`config.mk`:
```
export PLATFORM = sky130hd
export DESIGN_NAME = hsfc_shift
export DESIGN_NICKNAME = d
export VERILOG_FILES = /design/src/rtl/hsfc_pkg.sv /design/src/rtl/hsfc_shift.sv
export SDC_FILE = /design/constraint.sdc
export NUM_CORES = 1
export LEC_CHECK = 0
export BUFFER_PORTS_ARGS = -buffer_cell sky130_fd_sc_hd__buf_2
export CAP_MARGIN = 10
export CORE_ASPECT_RATIO = 1.4
export CORE_MARGIN = 5
export CORE_UTILIZATION = 45
export DETAILED_ROUTE_END_ITERATION = 8
export PLACE_DENSITY = 0.83
export SYNTH_ARGS = -nofsm -noshare
export SYNTH_HDL_FRONTEND = slang
export SYNTH_SLANG_ARGS = --single-unit
```
`constraint.sdc`:
```
create_clock -name vclk -period 2.8
set_clock_uncertainty 0.15 [all_clocks]
set_input_delay 0.14 -clock vclk [all_inputs]
set_output_delay 0.14 -clock vclk [all_outputs]
set_load 0.1 [all_outputs]
```
`src/rtl/hsfc_pkg.sv`:
```
// Shared constants and types for the half/single float converter.
`timescale 1ns / 1ps
`default_nettype none
package hsfc_pkg;
	localparam logic [30:0] SglInf     = 31'h7f800000;
	localparam logic [30:0] SglMaxHalf = 31'h477fe000;
	localparam logic [30:0] SglMinHalf = 31'h38800000;
	localparam logic [30:0] SglMinNan  = 31'h7f802000;
	localparam logic [17:0] BiasDelta  = 18'h1c000;
	localparam logic [15:0] HalfInf    = 16'h7c00;
	localparam logic [15:0] HalfQnan   = 16'h7c01;
	localparam logic [4:0]  ShFlush    = 5'd31;

	typedef enum logic [4:0] {
		CLS_SUB  = 5'b00001,
		CLS_NORM = 5'b00010,
		CLS_INF  = 5'b00100,
		CLS_NANZ = 5'b01000,
		CLS_NAN  = 5'b10000
	} s2h_cls_t;

	typedef enum logic [1:0] {
		HCLS_ZERO = 2'd0,
		HCLS_SUB  = 2'd1,
		HCLS_NORM = 2'd2,
		HCLS_SPEC = 2'd3
	} h2s_cls_t;

	// first-stage decode of one word
	typedef struct packed {
		logic        kind;
		logic        sgn;
		s2h_cls_t    cls;
		logic [14:0] hbits;  // half candidate for normal and NaN paths
		logic [23:0] sig;    // single significand with hidden bit
		logic [4:0]  sh;     // subnormal shift, ShFlush = flush
		logic [9:0]  hmag;   // half mantissa (half to single)
		h2s_cls_t    hcls;   // zero, subnormal, normal, inf/nan
		logic [4:0]  hexp;
	} dec_t;
endpackage
`default_nettype wire

```
`src/rtl/hsfc_shift.sv`:
```
// Stage two logic: subnormal shifts and result selection for both directions.
`timescale 1ns / 1ps
`default_nettype none
module hsfc_shift import hsfc_pkg::*; (
	input  wire dec_t        dec,
	output logic [15:0]      half,
	output logic [31:0]      single
);
	logic [23:0] sub;
	logic [3:0]  p;
	logic [22:0] nfr;
	assign sub = (dec.sh == ShFlush) ? 24'd0 : (dec.sig >> dec.sh);
	always_comb begin
		p = 4'd0;
		for (int i = 0; i < 10; i++) begin
			if (dec.hmag[i]) begin
				p = 4'(i);
			end
		end
	end
	assign nfr = 23'({dec.hmag, 13'd0} << (4'd10 - p));
	always_comb begin
		case (dec.cls)
			CLS_SUB:  half = {dec.sgn, 15'(sub)};
			CLS_NORM: half = {dec.sgn, dec.hbits};
			CLS_INF:  half = {dec.sgn, HalfInf[14:0]};
			CLS_NANZ: half = {dec.sgn, HalfQnan[14:0]};
			CLS_NAN:  half = {dec.sgn, dec.hbits};
			default:  half = 16'd0;
		endcase
		case (dec.hcls)
			HCLS_ZERO: single = {dec.sgn, 31'd0};
			HCLS_SUB:  single = {dec.sgn, 8'(8'd103 + 8'(p)), nfr};
			HCLS_NORM: single = {dec.sgn, 8'(8'd112 + 8'(dec.hexp)), dec.hmag, 13'd0};
			default:   single = {dec.sgn, 8'hff, dec.hmag, 13'd0};
		endcase
	end
endmodule
`default_nettype wire

```
==> summary.md <==
| Metric | Value |
|---|---|
| Global-route wire length before repair | roughly 11 mm |
| Overall power | 824 µW |
| Yosys top cell by area | mux4_2 |
| Peak VDD IR | 0.139 mV |
| Share of cells above drive strength 1 | 41.6% |
| Drt first pass iters | 5 |
| Mean number of vias per cell | 5.90 |
| Post-Route WL | 6.81 mm |
| Number of global-route vias before repair | 2556 |
| Critical path cell sequence | buf_2 > nor2b_1 > nor2_1 > a21oi_2 > nor2_4 > ha_1 > o21ai_0 > a22oi_1 > o221ai_1 > a221oi_1 > a22oi_2 > buf_2 |
| DRC viols | 0 |
| Post-CTS Resized | 0 |
| DR iter-0 viols | 244 |
| Synthesized area | 0.00209 mm² |
| Period utilization | 93.8% |
| Final hold violation count | 0 |
| All-layer global routing usage | between 20% and 30% |
| Cells after Synth | about 300 |
| Synth top area share | between 15 and 20% |
| Die Y | 90.7 µm |
| Largest net degree at the start of global routing | 29 |
| Sequential Power Share | 0% |
| Placed wire-length estimate | 5.73 mm |
| Placed Area | 0.00282 mm² |
| Sequential area share after synthesis | 0% |
| Fin. max-slew vios | 0 |
| Combinational share of power | 100.0% |
| Row count | 29 |
| Startpoint types | input pin |
| Min Hold Slack | 0.516 ns |
| Post-route cell area | 0.00282 mm² |
| Initial Utilization | 46.1% |
| GRT Residual Overflow | 0 |
| Die X-Extent | slightly below 70 µm |
| Peak Freq | 381 MHz |
| Rel. slew slack | 45.1% |
| Synth top area cells | mux4_2 16%, nand2_1 8.8%, mux2i_1 8.1%, o21ai_0 7.2%, a21oi_1 6.2% |
| Switching Share | 70.0% |
| Slowest CP cell | buf_2 |
| Cts hold-fix bufs | 0 |
| Setup Viol. Count Final | 0 |
| Fin crit period | 2.63 ns |
| RSZ-0062 raised after global routing | no |
| Least-Margin Pin Slew | 0.816 ns |
| Vias | 2621 |
| Initial antenna violation count | 0 |
| Post-Route Utilization | 62.1% |
| P_int | 247 µW |
| Seq Cell Count | 0 |
| Clock network power share | 0% |
| P per Cell Area | a little under 300 mW/mm² |
| Outcome | finished clean |
| DIE AREA | roughly 0.0061 mm² |
| WL/cell | 15.3 µm |
| Flip-flop and latch area | 0 µm² |
| Layout net count | 454 |
| Max cap viols | 0 |
| Post-synth cell types | 59 |
| Switch Pwr | 577 µW |
| Buffers added on ports | about 100 |
| Clk_buf instances | 0 |
| Post-CTS Setup Inserts | 0 |
| WP buf/inv | 2 |
| Setup CP Type | input pin to output port |
| Worst path required time | 2.51 ns |
| Worst Setup End Kind | output port |
| Hold Path Class | input pin to output port |
| Yosys warns | 0 |
| Ant. Diodes | 0 |
| CP peak stage delay | 0.45 ns |
| Layout area overhead | 34.8% |
| Worst-path maximum fanout | 9 |
| Final antenna-violating net count | 0 |
| CP delay by family, top | compound AO/OA/AOI/OAI gates |
| CP startpoint | dec[13] |
| Ports | 116 |
| CP most frequent cell | buf_2 |
| Hold Crit Start | dec[66] |
| CORE AREA | 0.00454 mm² |
| Leakage | 0.00130 µW |
| Synthesized area per cell | 7.02 µm² |
| Placer Congestion | 0.918 |
| Arr. time, crit path | 2.34 ns |
## synthesized netlist by cell type (5+ instances only)
master	instances
mux2i_1	17
buf_4	16
o21ai_0	30
o221ai_1	6
inv_1	13
a21oi_1	26
mux4_2	15
buf_2	5
nor2_1	12
mux2_2	6
o21ai_1	5
nor2b_1	6
nor3_1	5
nand2_1	49
a31oi_1	6
clkbuf_1	12
nand3_1	6
## metal layers
| metal | GRT usage, % | share of wire, % |
|---|---|---|
| met2 | 41.5 | 53 |
| met1 | 25.2 | 38 |
| met5 | 0 | 0 |
| met3 | 1.37 | 6.8 |
| met4 | 5.41 | 1.9 |
## worst paths after layout
kind	to	slack [ns]	depth (start not counted)
min	single[31]	0.52	2
max	single[21]	0.17	12
## layout make-up
class / count / area (µm²)
fill: 430 / 1720
timing repair buffer: 108 / 691
inverter: 15 / 56.3
multi-input combinational: 259 / 1990
tap: 62 / 77.6
## cell usage in the layout, fill, tap and decap left out, types with 3 or more instances in the layout
cell type  count
o21ai_0       17
o21ai_1        8
nor2_1        11
o221ai_2       3
mux2i_1       17
mux2_2         6
nor2b_1        5
nor3_1         5
a222oi_1       3
mux4_2        15
a31oi_1        6
a21oi_1       25
nor3b_1        3
o32a_1         3
conb_1        13
buf_2         93
o21ai_2        9
nand2_1       49
a22o_1         3
inv_1         13
buf_12         9
buf_4          6
nand3_1        6
## stage by stage
stage	instances	worst slack, ns	setup TNS (ns)
2_1_floorplan	310	-0.203	-0.203
3_3_place_gp	444	0.212	0
3_5_place_dp	444	0.183	0
6_report	444	0.173	0
5_1_grt	444	0.0311	0
4_1_cts	444	0.182	0
## cell families (layout without fill, tap and decap cells)
family	count (synthesis)	count (layout)	share of synthesized area, %
xor+xnor	5	5	3.35
other cells	1	13	0.179
fa+ha+maj	2	2	1.20
compound gates	104	104	31.4
mux	38	38	27.5
simple gates	97	97	23.3
buf+inv	51	123	13.0
## power groups by stage
stage	combinational (µW)	sequential (µW)	clock, µW
floorplan	640	0	0
global placement	812	0	0
detailed placement	819	0	0
CTS	821	0	0
global route	870	0	0
finish	824	0	0
Note: power is estimated with default switching activity, not from simulation.
