File: src/rtl/hsfc_pkg.sv
// Shared constants and types for the half/single float converter.
`timescale 1ns / 1ps
`default_nettype none
package hsfc_pkg;
	localparam logic [30:0] SglInf     = 31'h7f800000;
	localparam logic [30:0] SglMaxHalf = 31'h477fe000;
	localparam logic [30:0] SglMinHalf = 31'h38800000;
	localparam logic [30:0] SglMinNan  = 31'h7f802000;
	localparam logic [17:0] BiasDelta  = 18'h1c000;
	localparam logic [15:0] HalfInf    = 16'h7c00;
	localparam logic [15:0] HalfQnan   = 16'h7c01;
	localparam logic [4:0]  ShFlush    = 5'd31;

	typedef enum logic [4:0] {
		CLS_SUB  = 5'b00001,
		CLS_NORM = 5'b00010,
		CLS_INF  = 5'b00100,
		CLS_NANZ = 5'b01000,
		CLS_NAN  = 5'b10000
	} s2h_cls_t;

	typedef enum logic [1:0] {
		HCLS_ZERO = 2'd0,
		HCLS_SUB  = 2'd1,
		HCLS_NORM = 2'd2,
		HCLS_SPEC = 2'd3
	} h2s_cls_t;

	// first-stage decode of one word
	typedef struct packed {
		logic        kind;
		logic        sgn;
		s2h_cls_t    cls;
		logic [14:0] hbits;  // half candidate for normal and NaN paths
		logic [23:0] sig;    // single significand with hidden bit
		logic [4:0]  sh;     // subnormal shift, ShFlush = flush
		logic [9:0]  hmag;   // half mantissa (half to single)
		h2s_cls_t    hcls;   // zero, subnormal, normal, inf/nan
		logic [4:0]  hexp;
	} dec_t;
endpackage
`default_nettype wire

File: src/rtl/hsfc_decode.sv
// Stage one logic: classify the operand for either direction.
`timescale 1ns / 1ps
`default_nettype none
module hsfc_decode import hsfc_pkg::*; (
	input  wire logic        kind,
	input  wire logic [31:0] operand,
	output dec_t             dec
);
	logic [30:0] mag;
	logic [7:0]  e;
	logic [7:0]  shw;
	logic [17:0] nb;
	logic [14:0] hm;
	assign mag = operand[30:0];
	assign e   = mag[30:23];
	assign shw = 8'd126 - e;
	assign nb  = mag[30:13] - BiasDelta;
	assign hm  = operand[14:0];
	always_comb begin
		dec.kind = kind;
		dec.sgn  = kind ? operand[15] : operand[31];
		dec.sig  = {1'b1, mag[22:0]};
		dec.sh   = (e == 8'd0 || shw >= 8'd24) ? ShFlush : shw[4:0];
		if (mag < SglMinHalf) begin
			dec.cls = CLS_SUB;
		end else if (mag <= SglMaxHalf) begin
			dec.cls = CLS_NORM;
		end else if (mag <= SglInf) begin
			dec.cls = CLS_INF;
		end else if (mag < SglMinNan) begin
			dec.cls = CLS_NANZ;
		end else begin
			dec.cls = CLS_NAN;
		end
		// NaN: exponent 0xff is replaced by half exponent 0x1f over the top mantissa bits
		dec.hbits = (dec.cls == CLS_NAN) ? {5'h1f, mag[22:13]} : nb[14:0];
		dec.hmag  = hm[9:0];
		dec.hexp  = hm[14:10];
		if (hm >= 15'h7c00) begin
			dec.hcls = HCLS_SPEC;
		end else if (hm >= 15'h0400) begin
			dec.hcls = HCLS_NORM;
		end else if (hm == 15'd0) begin
			dec.hcls = HCLS_ZERO;
		end else begin
			dec.hcls = HCLS_SUB;
		end
	end
endmodule
`default_nettype wire

File: config.mk
export PLATFORM = sky130hd
export DESIGN_NAME = hsfc_decode
export DESIGN_NICKNAME = d
export VERILOG_FILES = /design/src/rtl/hsfc_pkg.sv /design/src/rtl/hsfc_decode.sv
export SDC_FILE = /design/constraint.sdc
export NUM_CORES = 1
export LEC_CHECK = 0
export ABC_AREA = 1
export BUFFER_PORTS_ARGS = -buffer_cell sky130_fd_sc_hd__buf_4
export CAP_MARGIN = 10
export CORE_ASPECT_RATIO = 0.9
export CORE_MARGIN = 4
export CORE_UTILIZATION = 30
export DETAILED_ROUTE_END_ITERATION = 10
export MAX_ROUTING_LAYER = met4
export PLACE_DENSITY_LB_ADDON = 0.15
export RECOVER_POWER = 100
export SYNTH_ARGS = -nofsm -noshare
export SYNTH_HDL_FRONTEND = slang
export SYNTH_SLANG_ARGS = --single-unit
File: constraint.sdc
create_clock -name vclk -period 0.9
set_input_delay 0.045 -clock vclk [all_inputs]
set_output_delay 0.045 -clock vclk [all_outputs]
set_load 0.005 [all_outputs]
==> results of run 1 <==
==> power by group <==
| part | switching, uW | total (uW) | internal [uW] |
|---|---|---|---|
| sequential | 0 | 0 | 0 |
| clock | 0 | 0 | 0 |
| combinational | 380 | 876 | 496 |
| total | 380 | 876 | 496 |
==> per-stage QoR <==
step / util, % / setup TNS (ns) / instances / cell area (um^2)
floorplan: - / 0 / 193 / 1042
global placement: 53.10 / -3.826 / 327 / 1780
detailed placement: 53.10 / -3.711 / 327 / 1780
CTS: 57.16 / -1.539 / 329 / 1917
global route: 63.62 / -2.807 / 332 / 2133
finish: 63.62 / -1.703 / 332 / 2133
==> Yosys cell counts, drive strengths merged <==
master | count | share of area, %
nor3 | 1 | 0.48
clkbuf | 2 | 0.72
mux2 | 1 | 1.1
nand4 | 4 | 2.4
conb | 1 | 0.36
ha | 5 | 6.0
buf | 50 | 36
inv | 25 | 9.0
nor2 | 39 | 15
xor2 | 2 | 1.7
nand2 | 41 | 15
o31ai | 1 | 0.72
o21ai | 3 | 1.8
and2 | 1 | 0.60
nand3 | 16 | 7.7
a21oi | 1 | 0.48
==> final cells by class <==
type	instances	area (um^2)	area share [%]
Inverter	25	103.9	4.868
Multi-Input combinational cell	116	813.3	38.12
Tap cell	44	55.05	2.581
Timing Repair Buffer	147	1161	54.43
==> metal layers <==
layer  wire, um  vias up
met3        287        4
met2       1892       57
met1       1543      638
met4         34        0
met5          0        -
li1           -      727
==> repair_timing <==
item	CTS	global route
resized for setup	35	63
pin swaps	23	29
hold endpoints to repair	0	0
setup endpoints to repair	14	14
setup buffers	2	3
==> logic make-up after synthesis <==
family	after synthesis	synth area share, %
and+or+nand+nor	102	42.14
xor gates and xnor gates	2	1.681
AOI/OAI and AO/OA	5	3.001
other	1	0.3598
buffers and inverters	77	45.74
muxes	1	1.080
adders and majority gates	5	6.002
==> worst max-delay path by stage <==
| stage | from | end | slack [ns] | cells after the start |
|---|---|---|---|---|
| 2_1_floorplan | operand[23] | dec[62] | 0.03 | 8 |
| 6_report | operand[24] | dec[20] | -0.23 | 8 |
| 4_1_cts | operand[24] | dec[18] | -0.19 | 10 |
| 3_5_place_dp | operand[20] | dec[57] | -0.39 | 6 |
| 5_1_grt | operand[24] | dec[20] | -0.31 | 8 |
| 3_3_place_gp | operand[18] | dec[57] | -0.44 | 6 |
==> placed cells by master, fill, tap and decap left out, drive strengths merged <==
| cell | Yosys | final |
|---|---|---|
| ha | 5 | 5 |
| nand2 | 41 | 41 |
| nand4 | 4 | 4 |
| buf | 50 | 106 |
| mux2 | 1 | 1 |
| a21oi | 1 | 1 |
| and2 | 1 | 1 |
| nand3 | 16 | 16 |
| inv | 25 | 25 |
| conb | 1 | 1 |
| xor2 | 2 | 2 |
| nor3 | 1 | 1 |
| o21ai | 3 | 3 |
| nor2 | 39 | 39 |
| o31ai | 1 | 1 |
| clkbuf | 2 | 41 |
==> results_dict.tcl, run 1 <==
set metrics [dict create \
    outcome "finished with violations" \
    violations "setup timing" \
    drt_wl_total_um 3756 \
    slowest_delay_ns 0.22 \
    hold_viol 0 \
    syn_to_final_growth_pct 104.7 \
    ir_drop_mv 0.2155 \
    die_y_um 63.92 \
    syn_area_um2 1042 \
    crit_fanout 5 \
    grt_use_met2_pct 25.24 \
    cp_top_family "simple AND/OR/NAND/NOR gates" \
    nets 328 \
    design.core.area_um2 3353 \
    seq_area_um2 0 \
    fillCellCount 316 \
    grt_max_degree 7 \
    ys_types 21 \
    antenna_found_initial 0 \
    met1_usage_pct 18.77 \
    syn_nets 231 \
    period_needed_ns 1.132 \
    seq_cells 0 \
    postSynthAreaPerCell_um2 5.400 \
    start_util_pct 31.08 \
    power.density_nw_per_um2 410.7 \
    grt-ovfl-total 0 \
    min_to "dec[67]" \
    grt_first_pass_wirelength_um 5437 \
    first_global_vias 1271 \
    arrival_ns 1.09 \
    clockBufferCount 0 \
    pre_cts_ws_ns -0.3949 \
    met3_usage_pct 1.572 \
    n_antenna_cell 0 \
    yosysWarnings 0 \
    port_buffers 100 \
    ys_seq_area_share_pct 0 \
    total_power_uw 876.2 \
    routedWlPerCell_um 11.31 \
    dr.pass1.iters 4 \
    timing.final.crit_share_pct 125.8 \
    cp.required_ns 0.85 \
    setup_ws_ns -0.2324 \
    rsz0062_at_grt "true" \
    rows 20 \
    remaining_drc_errors 0 \
    hold_path_depth 2 \
    crit_slowest_cell "xor2_2" \
    ios 101 \
    die_area_um2 4482 \
    setup_viol 12 \
    cap_violations 0 \
    cts_hold_buf 0 \
    drt_iter0_drc 29 \
    startpoint_type "input port" \
    p_leak_uw 0.001092 \
    antenna_left 0 \
    global_route.peak_usage_layer "met2" \
    crit_chain "buf_8, buf_6, nand3_2, xor2_2, nor2_2, nor2_4, nand3_2, buf_6" \
    critPathBufInv 3 \
    track_usage_pct 14.30 \
    crit_path_end_kind "output pin" \
    die_width_um 70.13 \
    routabilityCongestion 0.7946 \
    hp-start "kind" \
    finalMaxSlewViolations 0 \
    whs_ns 0.2914 \
    hpwl_um 2840 \
    avgViaCountPerCell 4.295 \
    drive_above_1_share_pct 69.10 \
    syn-instance-count 193 \
    path_class "input port to output pin" \
    min_path_type "input port to output pin" \
    via_count 1426 \
    timing.fmax_mhz 883.1 \
]
Note: power is estimated with default switching activity, not from simulation.
==> inputs of run 2 (changes only) <==
--- a/config.mk
+++ b/config.mk
@@ -5,13 +5,14 @@
 export SDC_FILE = /design/constraint.sdc
 export NUM_CORES = 1
 export LEC_CHECK = 0
-export ABC_AREA = 1
+export ABC_AREA = 0
 export BUFFER_PORTS_ARGS = -buffer_cell sky130_fd_sc_hd__buf_4
 export CAP_MARGIN = 10
 export CORE_ASPECT_RATIO = 0.9
 export CORE_MARGIN = 4
 export CORE_UTILIZATION = 30
 export DETAILED_ROUTE_END_ITERATION = 10
+export GPL_ROUTABILITY_DRIVEN = 0
 export MAX_ROUTING_LAYER = met4
 export PLACE_DENSITY_LB_ADDON = 0.15
 export RECOVER_POWER = 100
==> run 2 against run 1 <==
The run still ends with setup timing left. Cell area down 13%. Global-route usage up 0.91 points. Sequential share of layout area unchanged. Setup slack worse by 0.35 ns. Die area down 15%. Worst hold slack better by 0.00056 ns. Critical path depth down 2. Routed wire length down 15%. First-iteration DRC count up 31%. Largest cell class unchanged.
==> results_dict.tcl, run 2 <==
set metrics [dict create \
    ir_drop_mv 0.2349 \
    global_route.peak_usage_layer "met2" \
    first_global_vias 1061 \
    dp.cells 254 \
    antenna_left 0 \
    cp.required_ns 0.85 \
    rsz0062_at_grt "true" \
    hpwl_um 2664 \
    crit_fanout 3 \
    finalMaxSlewViolations 0 \
    grt_use_met2_pct 29.56 \
    routedWlPerCell_um 12.27 \
    clockBufferCount 0 \
    crit_chain "buf_6, or4_4, nor4_4, a41oi_1, nor3_1, buf_4" \
    power.density_nw_per_um2 410.1 \
    die_width_um 64.55 \
    crit_slowest_cell "or4_4" \
    synth.area.mux_share_pct 2.464 \
    total_power_uw 759.3 \
    avgViaCountPerCell 4.336 \
    synth_xor_area_share_pct 3.043 \
    ys_types 34 \
    p_leak_uw 0.0008820 \
    n_antenna_cell 0 \
    grt_first_pass_wirelength_um 4712 \
    ios 101 \
    grt_max_degree 6 \
    remaining_drc_errors 0 \
    tns_ns -5.309 \
    fillCellCount 244 \
    fin_cells 259 \
    antenna_found_initial 0 \
    final_common_cell "buf_4" \
    cp_top_family "simple AND/OR/NAND/NOR gates" \
    via_count 1123 \
    synth_fa_ha_area_share_pct 7.246 \
    grt-ovfl-total 0 \
    synth_commonest_cells "50 x buf_4, 11 x nand3_1, 6 x nand2_1, 5 x ha_1, 4 x nor3_1" \
    slowest_delay_ns 0.54 \
    ys_seq_area_share_pct 0 \
    track_usage_pct 15.21 \
    synth_top_area_share_pct 43.48 \
    cts_hold_buf 0 \
    min_path_type "input port to output pin" \
    syn_area_um2 863.3 \
    synth.area.top_cells "buf_4 43%, ha_1 7.2%, nand3_1 6.4%" \
    syn_to_final_growth_pct 114.5 \
    timing.final.crit_share_pct 164.2 \
    final_cell_mix "77 x buf_4, 34 x clkbuf_4, 20 x buf_6" \
    seq_area_um2 0 \
    setup_viol 14 \
    synth.most_common_cell "buf_4" \
    die_y_um 58.89 \
    syn_nets 160 \
    dr.pass1.iters 2 \
    met3_usage_pct 2.481 \
    cap_violations 0 \
    crit_path_end_kind "output pin" \
    synth_area_leader_cell "buf_4" \
    drive_above_1_share_pct 76.71 \
    design.core.area_um2 2748 \
    outcome "finished with violations" \
    arrival_ns 1.43 \
    path_class "input port to output pin" \
    multiInputGateArea_um2 624.3 \
    startpoint_type "input port" \
    die_area_um2 3801 \
    timing.fmax_mhz 676.6 \
    setup_ws_ns -0.5779 \
    nets 259 \
    synthSimpleGateAreaFrac_pct 29.42 \
    postSynthAreaPerCell_um2 7.076 \
    syn-instance-count 122 \
    seq_cells 0 \
    yosysWarnings 0 \
    critPathBufInv 2 \
    port_buffers 100 \
    synth-compound-area-share_pct 10.58 \
    drt_wl_total_um 3179 \
    violations "setup timing" \
    met1_usage_pct 17.45 \
    rows 18 \
    drt_iter0_drc 38 \
    synth_top_family_by_area "buffers and inverters" \
    start_util_pct 31.42 \
    hold_viol 0 \
    period_needed_ns 1.478 \
]
==> run 2: changes by cell type in the layout (fill, tap and decap cells not counted), sizes merged, moves of 4 or more <==
cell	delta
buf	-7
clkbuf	+11
inv	-22
nand2	-35
nand3	-5
nor2	-36
nor3	+4
or4	+4
==> run 2: worst paths after layout <==
path | to | cells past startpoint | from
worst max-delay path | dec[63] | 6 | operand[5]
worst min-delay path | dec[67] | 2 | kind
==> run 2: logic make-up after synthesis <==
kind of cell    after synthesis
buf+inv                      57
fa+ha+maj                     5
compound gates               12
xor+xnor                      3
other cells                   1
simple gates                 42
mux                           2
==> run 2: layout make-up <==
| type | instances | share of cell area, % |
|---|---|---|
| inverter | 3 | 0.8784 |
| multi-input combinational | 65 | 33.72 |
| tap | 40 | 2.703 |
| timing repair buffer | 151 | 62.70 |
==> run 2: power by group <==
part / total, uW / internal (uW) / switching [uW]
Sequential: 0 / 0 / 0
Combinational: 759 / 464 / 295
Clock: 0 / 0 / 0
==> run 2: repair_timing <==
item	in CTS	in global routing
pin swaps	12	4
setup endpoints to repair	14	14
gates resized for setup	43	9
buffers inserted	3	2
==> run 2: metal layers <==
metal  vias up  share of wire [%]
li1        566                  -
met1       514                 36
met2        43                 56
met3         0                7.3
met4         0                  0
met5         -                  0
==> run 2: stage by stage <==
step                      hold WS (ns)  cell area (um^2)  setup slack, ns  utilization [%]
after floorplan                 0.1220             924.6          -0.3379                -
after global placement          0.2699              1658          -0.5986            60.34
after detailed placement        0.2724              1658          -0.6224            60.34
after CTS                       0.2724              1866          -0.5906            67.90
after global routing            0.3043              1852          -0.6304            67.40
final                           0.2920              1852          -0.5779            67.40
==> inputs of run 3 (changes only) <==
--- a/config.mk
+++ b/config.mk
@@ -9,13 +9,14 @@
 export BUFFER_PORTS_ARGS = -buffer_cell sky130_fd_sc_hd__buf_4
 export CAP_MARGIN = 10
 export CORE_ASPECT_RATIO = 0.9
-export CORE_MARGIN = 4
+export CORE_MARGIN = 10
 export CORE_UTILIZATION = 30
 export DETAILED_ROUTE_END_ITERATION = 10
 export GPL_ROUTABILITY_DRIVEN = 0
 export MAX_ROUTING_LAYER = met4
 export PLACE_DENSITY_LB_ADDON = 0.15
 export RECOVER_POWER = 100
+export SLEW_MARGIN = 20
 export SYNTH_ARGS = -nofsm -noshare
 export SYNTH_HDL_FRONTEND = slang
 export SYNTH_SLANG_ARGS = --single-unit
==> run 3 against run 2 <==
The run still ends with setup timing left. Combinational power increased by 2.8%. Critical path depth unchanged. Global-route usage decreased by 2.5 points. Critical endpoint is now dec[62]. Largest cell class unchanged.
==> results_dict.tcl, run 3 (synthesis gave the netlist of run 2 again) <==
set metrics [dict create \
    start_util_pct 31.42 \
    whs_ns 0.2789 \
    die_y_um 70.89 \
    via_count 1119 \
    ir_drop_mv 0.2273 \
    outcome "finished with violations" \
    die_width_um 76.55 \
    maxUsedRoutingLayer "met3" \
    hpwl_um 3275 \
    setup_ws_ns -0.6412 \
    grt_max_degree 6 \
    cts_hold_buf 0 \
    drive_above_1_share_pct 74.77 \
    violations "setup timing" \
    n_antenna_cell 0 \
    fillCellCount 262 \
    routedWlPerCell_um 15.21 \
    dr.pass1.iters 4 \
    period_needed_ns 1.541 \
    cap_violations 0 \
    remaining_drc_errors 0 \
    multiInputGateArea_um2 653.1 \
    min_path_type "input port to output pin" \
    antenna_found_initial 0 \
    nets 258 \
    drt_wl_total_um 3923 \
    grt_first_pass_wirelength_um 5747 \
    final_common_cell "buf_4" \
    track_usage_pct 12.72 \
    design.core.area_um2 2748 \
    wl_met2_um 2350 \
    finalMaxSlewViolations 0 \
    cp.required_ns 0.85 \
    crit_fanout 3 \
    clockBufferCount 0 \
    ios 101 \
    crit_path_end_kind "output pin" \
    seq_cells 0 \
    arrival_ns 1.50 \
    rsz0062_at_grt "true" \
    seq_area_um2 0 \
    timing.final.crit_share_pct 171.2 \
    routed-wl-met3_um 183 \
    p_leak_uw 0.0008745 \
    setup_viol 14 \
    final_area_um2 1876 \
    die_area_um2 5426 \
    antenna_left 0 \
    startpoint_type "input port" \
    path_class "input port to output pin" \
    grt-ovfl-total 0 \
    first_global_vias 1165 \
    timing.fmax_mhz 648.9 \
    hold_viol 0 \
    power.density_nw_per_um2 416.1 \
    wl_met1_um 1389 \
    port_buffers 100 \
    dpl-instance-area_um2 1635 \
    final_cell_mix "73 x buf_4, 31 x clkbuf_4, 22 x clkbuf_1" \
    avgViaCountPerCell 4.337 \
    syn_to_final_growth_pct 117.2 \
    drt_iter0_drc 21 \
    rows 18 \
    pre_cts_ws_ns -0.6471 \
]
==> run 3: critical path, stage by stage <==
cell and delay, ns:
buf_6 0.09, or4_4 0.53, nor4_4 0.27, and4_1 0.29, o21ba_1 0.15, buf_4 0.12
==> run 3: path summary, 6_finish.rpt <==
check / end / cells past startpoint / startpoint
setup / recovery: dec[62] / 6 / operand[5]
hold / removal: dec[11] / 2 / operand[4]
==> run 3: final cells by class <==
| class | count | share of cell area, % |
|---|---|---|
| Multi-Input combinational cell | 65 | 34.82 |
| Inverter | 3 | 1.001 |
| Timing Repair Buffer | 150 | 61.51 |
| Tap cell | 40 | 2.668 |
==> run 3: metrics by stage <==
step / instances / power, uW / setup TNS (ns) / utilization [%]
final: 258 / 780.3 / -5.539 / 68.26
after global routing: 258 / 838.7 / -6.206 / 68.26
after CTS: 253 / 797.1 / -5.369 / 67.85
after detailed placement: 251 / 701.6 / -6.436 / 59.52
after global placement: 251 / 691.7 / -6.289 / 59.52
after floorplan: 122 / 317.7 / -2.127 / -
==> run 3: power breakdown <==
part	total, uW	switching (uW)	internal (uW)
clock network	0	0	0
registers	0	0	0
logic	780	312	468
total	780	312	468
==> run 3: what timing repair did <==
item | 4_1_cts | 5_1_grt
buffers inserted | 3 | 5
pin swaps | 19 | 9
resized for setup | 47 | 13
setup endpoints to repair | 14 | 14
==> run 3: layer usage <==
metal / global-route usage [%] / up-vias
met3: 2.146 / 0
met2: 27.45 / 41
li1: - / 564
met4: 0 / 0
met5: - / -
met1: 11.96 / 514
